<file path="src/mchw_pkg.sv">
// ----------------------------------------------------------------------------
// mchw_pkg - shared types and constants for the hang watchdog
// Operation codes, event kinds, register indexes and the sequencer states.
// ----------------------------------------------------------------------------
package mchw_pkg;

  // Operation codes carried by an input beat
  localparam logic [2:0] OP_TICK       = 3'd0;
  localparam logic [2:0] OP_ACTIVITY   = 3'd1;
  localparam logic [2:0] OP_WAIT       = 3'd2;
  localparam logic [2:0] OP_REGISTER   = 3'd3;
  localparam logic [2:0] OP_UNREGISTER = 3'd4;

  // Event kinds reported on the result port
  localparam logic [1:0] EV_HANG_START = 2'd0;
  localparam logic [1:0] EV_HANG_END   = 2'd1;
  localparam logic [1:0] EV_PERMA      = 2'd2;

  // Configuration register indexes
  localparam int unsigned CFG_IDX_W = 4;
  localparam logic [CFG_IDX_W-1:0] REG_HANG_TIMEOUT  = 4'd0;
  localparam logic [CFG_IDX_W-1:0] REG_PERMA_TIMEOUT = 4'd1;

  // Timeout value that never fires
  localparam logic [31:0] NEVER_FIRES = 32'hFFFF_FFFF;

  // At most this many events are reported per tick
  localparam int unsigned MAX_EVENTS = 8;
  localparam int unsigned EV_CNT_W   = 4;

  // Scan sequencer states
  typedef enum logic [3:0] {
    ST_IDLE  = 4'b0001,
    ST_SCAN  = 4'b0010,
    ST_LAST  = 4'b0100,
    ST_FLUSH = 4'b1000
  } seq_state_t;

endpackage

</file>
<file path="src/multi_channel_hang_watchdog_unit.sv">
// ----------------------------------------------------------------------------
// multi_channel_hang_watchdog_unit - multi-channel hang watchdog
// A shared time counter and per-channel idle tracking. A tick scans the
// channels one per cycle through a single compare unit and reports hang
// start, hang end and permanent-hang events.
// ----------------------------------------------------------------------------
//
//  channel   | handshake                     | payload
//  ----------+-------------------------------+-----------------------------------
//  command   | start / busy                  | opcode, channel
//  config    | cfg_valid / cfg_ready         | cfg_index, cfg_data
//  events    | event_strobe (no backpressure)| event_kind, event_channel,
//            |                               | hang_length, last_event
//
// A tick keeps busy high through the scan: ST_SCAN steps through the channels
// (memory read, then compare), ST_LAST finishes the last compare and ST_FLUSH
// flushes the held-back final event. Activity, wait, register and unregister
// complete at the accepting edge; busy stays low.
// Events leave one per strobe; the last one of a tick carries last_event.
// Reset clears time, hanging and present; sets waiting and timeouts (never-fire).
// ----------------------------------------------------------------------------
module multi_channel_hang_watchdog_unit #(
  parameter int unsigned CHANNELS  = 8,
  parameter int unsigned TIME_BITS = 32
) (
  input  logic                           clk,
  input  logic                           rst,
  // command beat
  input  logic                           start,
  output logic                           busy,
  input  logic [2:0]                     opcode,
  input  logic [2:0]                     channel,
  // configuration writes
  input  logic                           cfg_valid,
  output logic                           cfg_ready,
  input  logic [mchw_pkg::CFG_IDX_W-1:0] cfg_index,
  input  logic [31:0]                    cfg_data,
  // event beats
  output logic                           event_strobe,
  output logic [1:0]                     event_kind,
  output logic [2:0]                     event_channel,
  output logic [31:0]                    hang_length,
  output logic                           last_event
);

  import mchw_pkg::*;

  localparam int unsigned IDX_W = (CHANNELS > 1) ? $clog2(CHANNELS) : 1;
  localparam int unsigned CHW   = (IDX_W > 3) ? IDX_W + 1 : 4;
  localparam int unsigned CMPW  = (TIME_BITS > 32) ? TIME_BITS : 32;
  localparam logic [IDX_W-1:0] LAST_IDX = IDX_W'(CHANNELS - 1);

  // Configuration and time
  logic [31:0]          hang_timeout;
  logic [31:0]          perma_timeout;
  logic [TIME_BITS-1:0] now_time;

  // Per-channel flags
  logic [CHANNELS-1:0] is_hanging;
  logic [CHANNELS-1:0] is_waiting;
  logic [CHANNELS-1:0] is_present;

  // Per-channel time stamps
  logic [TIME_BITS-1:0] last_activity [CHANNELS];
  logic [TIME_BITS-1:0] hang_begin    [CHANNELS];
  logic [TIME_BITS-1:0] la_q;
  logic [TIME_BITS-1:0] hb_q;

  // Sequencer
  seq_state_t     state;
  logic [IDX_W-1:0] rd_idx;
  logic [IDX_W-1:0] ev_idx;
  logic             ev_vld;
  logic [EV_CNT_W-1:0] evt_cnt;

  // Held-back event
  logic        pend_vld;
  logic [1:0]  pend_kind;
  logic [2:0]  pend_ch;
  logic [31:0] pend_len;

  // Command decode
  logic             cmd_go;
  logic             tick_go;
  logic [CHW-1:0]   ch_wide;
  logic             ch_ok;
  logic [IDX_W-1:0] ch_idx;
  logic             la_we;
  logic             hb_cmd_we;

  assign cfg_ready = 1'b1;
  assign busy      = (state != ST_IDLE);
  assign cmd_go    = start && !busy;
  assign tick_go   = cmd_go && (opcode == OP_TICK);
  assign ch_wide   = CHW'(channel);
  assign ch_ok     = ch_wide < CHW'(CHANNELS);
  assign ch_idx    = ch_wide[IDX_W-1:0];

  always_comb begin
    la_we     = 1'b0;
    hb_cmd_we = 1'b0;
    if (cmd_go && ch_ok) begin
      if ((opcode == OP_ACTIVITY || opcode == OP_WAIT) && is_present[ch_idx]) begin
        la_we = 1'b1;
      end
      if (opcode == OP_REGISTER && !is_present[ch_idx]) begin
        la_we     = 1'b1;
        hb_cmd_we = 1'b1;
      end
    end
  end

  // Shared compare unit: evaluates the channel read in the previous cycle
  logic [TIME_BITS-1:0] idle;
  logic [TIME_BITS-1:0] len;
  logic [CMPW-1:0]      idle_w;
  logic [CMPW-1:0]      len_w;
  logic                 active;
  logic                 perma_hit;
  logic                 hang_hit;
  logic                 new_ev;
  logic [1:0]           new_kind;
  logic [31:0]          new_len;
  logic                 set_waiting;
  logic                 set_hanging;
  logic                 clr_hanging;
  logic                 keep_ev;
  logic [CHW-1:0]       ev_wide;

  assign idle      = now_time - la_q;
  assign len       = now_time - hb_q;
  assign idle_w    = CMPW'(idle);
  assign len_w     = CMPW'(len);
  assign active    = ev_vld && is_present[ev_idx] && !is_waiting[ev_idx];
  assign perma_hit = (perma_timeout != NEVER_FIRES) && (idle_w >= CMPW'(perma_timeout));
  assign hang_hit  = (hang_timeout != NEVER_FIRES) && (idle_w >= CMPW'(hang_timeout));
  assign ev_wide   = CHW'(ev_idx);

  always_comb begin
    new_ev      = 1'b0;
    new_kind    = EV_HANG_START;
    new_len     = '0;
    set_waiting = 1'b0;
    set_hanging = 1'b0;
    clr_hanging = 1'b0;
    if (active) begin
      priority if (perma_hit) begin
        set_waiting = 1'b1;
        new_ev      = 1'b1;
        new_kind    = EV_PERMA;
      end else if (!is_hanging[ev_idx]) begin
        if (hang_hit) begin
          set_hanging = 1'b1;
          new_ev      = 1'b1;
          new_kind    = EV_HANG_START;
        end
      end else if (la_q != hb_q) begin
        clr_hanging = 1'b1;
        new_ev      = 1'b1;
        new_kind    = EV_HANG_END;
        new_len     = len_w[31:0];
      end else begin
        // still hanging, no activity since the hang began
      end
    end
  end

  assign keep_ev = new_ev && (evt_cnt < EV_CNT_W'(MAX_EVENTS));

  // Time stamp memories: one write and one registered read per cycle
  always_ff @(posedge clk) begin
    if (la_we) begin
      last_activity[ch_idx] <= now_time;
    end
    if (hb_cmd_we) begin
      hang_begin[ch_idx] <= now_time;
    end else if (set_hanging) begin
      hang_begin[ev_idx] <= la_q;
    end
    la_q <= last_activity[rd_idx];
    hb_q <= hang_begin[rd_idx];
  end

  // Configuration registers
  always_ff @(posedge clk) begin
    if (rst) begin
      hang_timeout  <= NEVER_FIRES;
      perma_timeout <= NEVER_FIRES;
    end else if (cfg_valid && cfg_ready) begin
      if (cfg_index == REG_HANG_TIMEOUT) begin
        hang_timeout <= cfg_data;
      end
      if (cfg_index == REG_PERMA_TIMEOUT) begin
        perma_timeout <= cfg_data;
      end
    end
  end

  // Time counter and channel flags
  always_ff @(posedge clk) begin
    if (rst) begin
      now_time   <= '0;
      is_hanging <= '0;
      is_waiting <= '1;
      is_present <= '0;
    end else begin
      if (tick_go) begin
        now_time <= now_time + TIME_BITS'(1);
      end
      if (cmd_go && ch_ok) begin
        unique case (opcode)
          OP_ACTIVITY, OP_WAIT: begin
            if (is_present[ch_idx]) begin
              is_waiting[ch_idx] <= (opcode == OP_WAIT);
            end
          end
          OP_REGISTER: begin
            if (!is_present[ch_idx]) begin
              is_present[ch_idx] <= 1'b1;
              is_hanging[ch_idx] <= 1'b0;
              is_waiting[ch_idx] <= 1'b1;
            end
          end
          OP_UNREGISTER: begin
            is_present[ch_idx] <= 1'b0;
          end
          default: begin
          end
        endcase
      end
      if (set_waiting) begin
        is_waiting[ev_idx] <= 1'b1;
      end
      if (set_hanging) begin
        is_hanging[ev_idx] <= 1'b1;
      end
      if (clr_hanging) begin
        is_hanging[ev_idx] <= 1'b0;
      end
    end
  end

  // Scan sequencer
  always_ff @(posedge clk) begin
    if (rst) begin
      state  <= ST_IDLE;
      rd_idx <= '0;
      ev_vld <= 1'b0;
    end else begin
      ev_vld <= (state == ST_SCAN);
      ev_idx <= rd_idx;
      unique case (state)
        ST_IDLE: begin
          rd_idx <= '0;
          if (tick_go) begin
            state <= ST_SCAN;
          end
        end
        ST_SCAN: begin
          if (rd_idx == LAST_IDX) begin
            state <= ST_LAST;
          end else begin
            rd_idx <= rd_idx + IDX_W'(1);
          end
        end
        ST_LAST: begin
          state <= ST_FLUSH;
        end
        ST_FLUSH: begin
          state <= ST_IDLE;
        end
        default: begin
          state <= ST_IDLE;
        end
      endcase
    end
  end

  // Event output: each event is held back one slot so the final one can be
  // flagged once the scan is over
  always_ff @(posedge clk) begin
    if (rst) begin
      event_strobe <= 1'b0;
      pend_vld     <= 1'b0;
      evt_cnt      <= '0;
    end else begin
      event_strobe <= 1'b0;
      if (tick_go) begin
        pend_vld <= 1'b0;
        evt_cnt  <= '0;
      end
      if (keep_ev) begin
        if (pend_vld) begin
          event_strobe  <= 1'b1;
          event_kind    <= pend_kind;
          event_channel <= pend_ch;
          hang_length   <= pend_len;
          last_event    <= 1'b0;
        end
        pend_vld  <= 1'b1;
        pend_kind <= new_kind;
        pend_ch   <= ev_wide[2:0];
        pend_len  <= new_len;
        evt_cnt   <= evt_cnt + EV_CNT_W'(1);
      end
      if (state == ST_FLUSH) begin
        if (pend_vld) begin
          event_strobe  <= 1'b1;
          event_kind    <= pend_kind;
          event_channel <= pend_ch;
          hang_length   <= pend_len;
          last_event    <= 1'b1;
        end
        pend_vld <= 1'b0;
      end
    end
  end

  // Checks
  a_strobe_after_scan: assert property (@(posedge clk) disable iff (rst)
    event_strobe |-> $past(busy))
    else $error("event beat without a tick in progress");

  a_last_has_strobe: assert property (@(posedge clk) disable iff (rst)
    (event_strobe && last_event) |-> ($past(state) == ST_FLUSH))
    else $error("final event flagged outside the flush step");

  a_flush_to_idle: assert property (@(posedge clk) disable iff (rst)
    (state == ST_FLUSH) |=> (state == ST_IDLE && !pend_vld))
    else $error("flush did not empty the held event");

  a_event_limit: assert property (@(posedge clk) disable iff (rst)
    evt_cnt <= EV_CNT_W'(MAX_EVENTS))
    else $error("too many events in one tick");

  a_tick_starts_scan: assert property (@(posedge clk) disable iff (rst)
    tick_go |=> (state == ST_SCAN && rd_idx == '0))
    else $error("tick did not start a scan");

endmodule
</file>
<file path="config.mk">
export PLATFORM = sky130hd
export DESIGN_NAME = multi_channel_hang_watchdog_unit
export DESIGN_NICKNAME = d
export VERILOG_FILES = /design/src/mchw_pkg.sv /design/src/multi_channel_hang_watchdog_unit.sv
export SDC_FILE = /design/constraint.sdc
export NUM_CORES = 1
export LEC_CHECK = 0
export ABC_AREA = 1
export ABC_CLOCK_PERIOD_IN_PS = 12700
export BUFFER_PORTS_ARGS = -buffer_cell sky130_fd_sc_hd__buf_4
export CAP_MARGIN = 20
export CORE_ASPECT_RATIO = 1.75
export CORE_UTILIZATION = 63
export DETAILED_ROUTE_END_ITERATION = 7
export HOLD_SLACK_MARGIN = 0.05
export PLACE_DENSITY = 0.8
export SYNTH_ARGS = -nofsm -noshare
export SYNTH_HDL_FRONTEND = slang
export SYNTH_SLANG_ARGS = --single-unit
</file>
<file path="constraint.sdc">
create_clock -name clk -period 12.7 [get_ports clk]
set_clock_uncertainty 0.05 [all_clocks]
set_input_delay 0 -clock clk [delete_from_list [all_inputs] [get_ports clk]]
set_output_delay 0 -clock clk [all_outputs]
set_load 0.1 [all_outputs]
</file>
* Yosys cells after proc, flatten, opt, wreduce, memory -nomap -nowiden
Memories as Yosys holds them, arrays and structs flattened. A register that Yosys moved wholly into a read port is not among the register bits.
Cells that the tools add are included.
** Cells by class
- Add/sub/neg operators :: 5
- Bitwise operators :: 13
- Reduce and logical (&&, ||, !) cells :: 32
- Mux-type cells :: 88
- Magnitude comparators :: 8
- Equal/unequal tests :: 18
** Operators by type and width (number)
- $mux 32 :: 5
- $mux 8 :: 13
- $ge 32x32->1 :: 2
- $ne 32x32->1 const B :: 2
- $sub 32x32->32 :: 2
- $mux 1 :: 44
- $add 32x1->32 const B :: 1
- $ne 32x32->1 :: 1
- $or 8x8->8 :: 4
- $pmux 8 s2 :: 2
- $reduce_or 32->1 :: 1
- $and 8x8->8 :: 3
- $mux 3 :: 6
- $mux 4 :: 4
- $not 8->8 :: 2
- $bmux 1 s3 :: 4
- $logic_and 1x1->1 :: 12
- $lt 3x4->1 const B :: 3
- $pmux 4 s3 :: 1
- $mux 2 :: 5
- $reduce_and 2->1 :: 5
- $bwmux 8 :: 1
- $eq 4x1->1 const B :: 2
- $demux 1 s3 :: 2
- other kinds (24) :: 37
** Word-level totals
- Logic and storage cells :: 187
- RAM bits :: 512
- Output and inout bits :: 41
- Bits of input ports :: 46
- Flip-flop bits (word level) :: 212
- Memories :: 2
** Memory list
- hang_begin :: depth 8, bits a word 32, rd ports 1, clocked after memory_dff 1, wr ports 1, line multi_channel_hang_watchdog_unit.sv:65 : logic [TIME_BITS-1:0] hang_begin [CHANNELS];
- last_activity :: depth 8, bits a word 32, rd ports 1, clocked after memory_dff 1, wr ports 1, line multi_channel_hang_watchdog_unit.sv:64 : logic [TIME_BITS-1:0] last_activity [CHANNELS];

* Longest topological paths before layout
- Depth after elaboration :: 15
- Gate-level depth with buffers :: 31
- Gate-level depth less buffers :: 30

* Worst setup path after synthesis
Ideal clock, no wire load.
- Path kind :: reg2reg
- Start point :: register now_time[0]
- End point :: register with a tool-made name
- Setup slack :: 6.891 ns
- Clock period less this slack :: 5.809 ns
- Library setup time :: 0.434 ns
- Cell stages (with the launch flop) :: 30
- Data required time :: 12.216 ns
- Data arrival time :: 5.326 ns
- Buffers on the path :: 1
- Cell sequence :: dfxtp_1 inv_1 ha_1 inv_1 fa_1 nand3_1 nand2_1 nand3_1 nand2_1 nand3_1 nand2_1 a21oi_1 o21ai_0 nand4_1 nand3_1 nand2_1 ha_1 nand2_1 nor2_1 nand2_1 nor2_1 nand2_1 nand3_1 nand2_1 nand3_1 nand2_1 inv_2 nor2_4 buf_6 nor2_1
** RTL lines
- start, declared :: line multi_channel_hang_watchdog_unit.sv:56 : logic [TIME_BITS-1:0] now_time;
- start signal, assigned :: line multi_channel_hang_watchdog_unit.sv:208 : now_time <= now_time + TIME_BITS'(1);

* Worst setup path after layout
- Start point :: register now_time[0]
- End point :: memory hang_begin[6][29] (enable)
** On the way
- Longest elaborated chain between the ends :: 12
- Elaborated cells on any way between the ends :: 15
- Classes of those cells :: 1 x add/sub; 2 x order compare; 9 x mux; 3 x reduce/logical
** Ends and longest elaborated chain
- $sub 32x32->32 * :: line multi_channel_hang_watchdog_unit.sv:130 : assign idle = now_time - la_q;
- $ge 32x32->1 :: line multi_channel_hang_watchdog_unit.sv:136 : assign hang_hit = (hang_timeout != NEVER_FIRES) && (idle_w >= CMPW'(hang_timeout));
- $logic_and 1x1->1 :: line multi_channel_hang_watchdog_unit.sv:136
- $mux 1 :: line multi_channel_hang_watchdog_unit.sv:152 : if (hang_hit) begin
- $mux 1 :: line multi_channel_hang_watchdog_unit.sv:151 : end else if (!is_hanging[ev_idx]) begin
- $mux 1 * :: line multi_channel_hang_watchdog_unit.sv:147 : priority if (perma_hit) begin
- $mux 1 * :: line multi_channel_hang_watchdog_unit.sv:146 : if (active) begin
- $mux 1 * :: line multi_channel_hang_watchdog_unit.sv:177 : end else if (set_hanging) begin
- $mux 1 * :: line multi_channel_hang_watchdog_unit.sv:175 : if (hb_cmd_we) begin
- $mux 1 (implied by the code) * :: line multi_channel_hang_watchdog_unit.sv:178 : hang_begin[ev_idx] <= la_q;
- $reduce_or 32->1 (no line)
- $mux 3 (no line) / $mux 1 (equally long branches)
- end, declared :: line multi_channel_hang_watchdog_unit.sv:65
Mark *: on every way between the ends. The rest lies on a longest branch, timed or not.

==> results.toml <==
[synth]
synth_fa_ha_area_share_pct = 4.63
synthCells = 3657
synth_xor_area_share_pct = 1.46
synth_top_family_by_area = "simple AND/OR/NAND/NOR gates"
synth_edf_count = 590
synthMuxAreaShare_pct = 0
synth-compound-area-share_pct = 13.7
yosys.area_share.simple_pct = 15.0
avgSynthCellArea_um2 = 9.84
synthesis.area_um2 = 36000
synth_top_cell_by_area = "edfxtp_1"
synth-seq-area-share_pct = 60.3
synthesis.nets = 3835
async_reset_ff_share_pct = 0
yosys.area.top_type_share_pct = 49.2
yosysUniqueCellTypes = 55
synth_seq_cells = 788
synthFlopType = "edfxtp_1"
ys_top_cells_by_area = "edfxtp_1 49%, dfxtp_1 11%, nor2_1 6.3%, o21ai_0 5.6%, nand2_1 4.9%"
yosysWarnings = 0

[worst_setup_path]
path_max_fanout = 32
crit_type = "flop to flop"
startpoint_type = "flop"
cp.arrival_ns = 6.87
critical_path_required_ns = 12.90
rr_worst_depth = 27
end_kind = "flop"
ff2ff_setup_slack_ns = 6.03
reg2reg_from = "now_time[0]$_SDFFE_PP0P_"
r2r_end = "hang_begin[6][29]$_DFFE_PP_"

[clock_tree]
cts_buffers = 69
clock-sinks = 788
clk_path_buf_depth = 3
cts_root_buf = "clkbuf_16"
clkTransAtPathRegs_ns = 0.07
clkLatencyLatePin_ns = 0.64
cts_tree = "done"
cts_max_level = 3

[route]
wl_per_cell_um = 20.5
drt-total-wl_um = 93600
drt_iter0_markers = 2550
routed_via_density = 6.02
first_pass_iters = 6
drtAntennaViolNets = 0
drc = 0
vias = 27435

[finish]
final_cell_mix = "591 x nor2_1, 590 x edfxtp_1, 467 x nand2_1, 403 x o21ai_0"
final_common_cell = "nor2_1"
drive_gt1_share_pct = 7.56
nets = 3918
nFillCells = 4076
synthToLayoutAreaGrowth_pct = 11.3
utilization_pct = 71.2
antennaDiodeCount = 0
seqCellArea_um2 = 21700
multiInputGateArea_um2 = 12600
layoutNonFillerInstCount = 4556

[sta]
whs_ns = 0.0940
fmax_mhz = 150
min_period_over_period_pct = 52.5
period_needed_ns = 6.67
drv_slew = 0
setup_viol = 0
grt_setup_unrepaired = "false"
slew_headroom_pct = 28.1
setup_tns_ns = 0
worst_pin_slew_ns = 1.08
hold_violations = 0

[run]
cap_violations = 0

[grt]
grt_pass1_vias = 26240
antenna_found_initial = 0
grt.overflow.total = 0
track_usage_pct = 32.4
grt_pass1_wl_um = 143000
grt_max_degree = 111

[floorplanning]
boundaryPins = 87
die_w_um = 183
num_rows = 115
core_area_um2 = 56300
start_util_pct = 64.0
die_y_um = 318
die_area_um2 = 58100

[power_and_ir_drop]
max-vdd-ir-drop_mv = 0.157
p_per_area_nw_per_um2 = 129
total_power_mw = 5.15
p_leak_nw = 15.6

[status]
status = "finished, final reports clean"

[place]
port_buffers = 85
dp_cells = 4375
place.gp.congestion = 1.01
hpwl_um = 62200

[hold_path]
holdPathStages = 4
hold_class = "input port to flop"
min_to = "hang_timeout[2]$_SDFFE_PP1P_"
min_from = "cfg_data[2]"
[how the worst max path moves through the flow]
stage | from | end | slack [ns] | depth (start not counted)
final | now_time[0]$_SDFFE_PP0P_ | hang_begin[6][29]$_DFFE_PP_ | 6.03 | 27
after global placement | now_time[0]$_SDFFE_PP0P_ | hang_begin[6][28]$_DFFE_PP_ | 6.33 | 28
after detailed placement | now_time[0]$_SDFFE_PP0P_ | hang_begin[6][29]$_DFFE_PP_ | 6.17 | 28
after CTS | now_time[0]$_SDFFE_PP0P_ | hang_begin[7][13]$_DFFE_PP_ | 6.15 | 28
after floorplan | now_time[0]$_SDFFE_PP0P_ | flop | 6.89 | 29
after global routing | now_time[0]$_SDFFE_PP0P_ | hang_begin[1][25]$_DFFE_PP_ | 5.45 | 28
[final cells by class]
type | instances | area share (%)
sequential | 788 | 54.1
multi-input combinational | 2405 | 31.5
clock buffer | 94 | 4.75
timing repair buffer | 170 | 3.52
inverter | 306 | 2.89
tap | 760 | 2.37
clock inverter | 33 | 0.793
[state kept, by name, summed over array words and instances (netlist names), named ones only]
register / count
perma_timeout: 32
hang_begin: 256
hb_q: 32
rd_idx: 3
is_hanging: 8
ev_vld: 1
pend_vld: 1
ev_idx: 3
last_activity: 256
pend_len: 32
la_q: 32
hang_timeout: 32
evt_cnt: 4
event_strobe: 1
pend_ch: 3
is_waiting: 8
pend_kind: 2
state: 4
now_time: 32
[kinds of logic (layout without fill, tap and decap cells)]
family          Yosys count  count (layout)
flops                   788             788
compound gates          917             917
other cells               1               1
xor+xnor                 60              60
fa+ha+maj               132             132
buf+inv                 464             603
simple gates           1295            1295
[synthesized netlist by cell type, drive strengths merged, types with 17 or more instances]
master and number:
nor2 610, edfxtp 590, nand2 467, o21ai 435
inv 304, a21oi 290, dfxtp 198, ha 130
clkbuf 122, nand3 78, a31oi 71, o22ai 69
nand4 57, nor3 45, xor2 43, buf 36
xnor2 17
[through the flow]
stage / area (um2) / setup WS [ns]
after global routing: 40100 / 5.45
after floorplan: 36000 / 6.89
after global placement: 37300 / 6.33
final: 40100 / 6.03
after CTS: 40100 / 6.15
after detailed placement: 37300 / 6.17
[report_power, final]
part           internal [mW]  switching [mW]  leakage [nW]
registers               2.76          0.0261          6.48
clock network           1.13           0.935          1.08
logic                 0.0968           0.203          8.00
total                   3.99            1.16          15.6
[repair_timing]
item | 4_1_cts | 5_1_grt
setup endpoints to repair | 0 | 0
resized for setup | 0 | 0
hold buffers | 54 | 0
hold endpoints to repair | 98 | 0
buffers inserted | 0 | 0
[per-layer routing]
metal	share of wire (%)	global-route usage [%]	wire [um]	vias to the layer above
met4	5.8	19.2	5400	0
met5	0	0	0	-
met1	37	39.2	34500	12857
met2	49	55.3	46200	1375
met3	8.0	4.07	7520	325
li1	-	-	-	12878
[worst max-delay path: stages (launching register included)]
cell,delay [ns]
dfxtp_1,0.56
inv_1,0.18
ha_1,0.23
inv_1,0.08
fa_1,0.20
nand3_1,0.08
nand2_1,0.11
nand3_1,0.07
nand2_1,0.13
nand3_1,0.09
nand2_1,0.15
a21oi_1,0.12
o21ai_0,0.43
nand4_1,0.19
nand3_1,0.12
nand2_1,0.11
ha_1,0.29
nand2_1,0.08
nor2_1,0.06
nand2_1,0.08
inv_1,0.04
a21oi_1,0.20
nand3_1,0.18
a21oi_1,0.59
nand2_1,0.26
nand2_1,0.21
nand3_1,0.40
nor2_4,0.92
No activity file was read; power rests on OpenSTA's default activity.
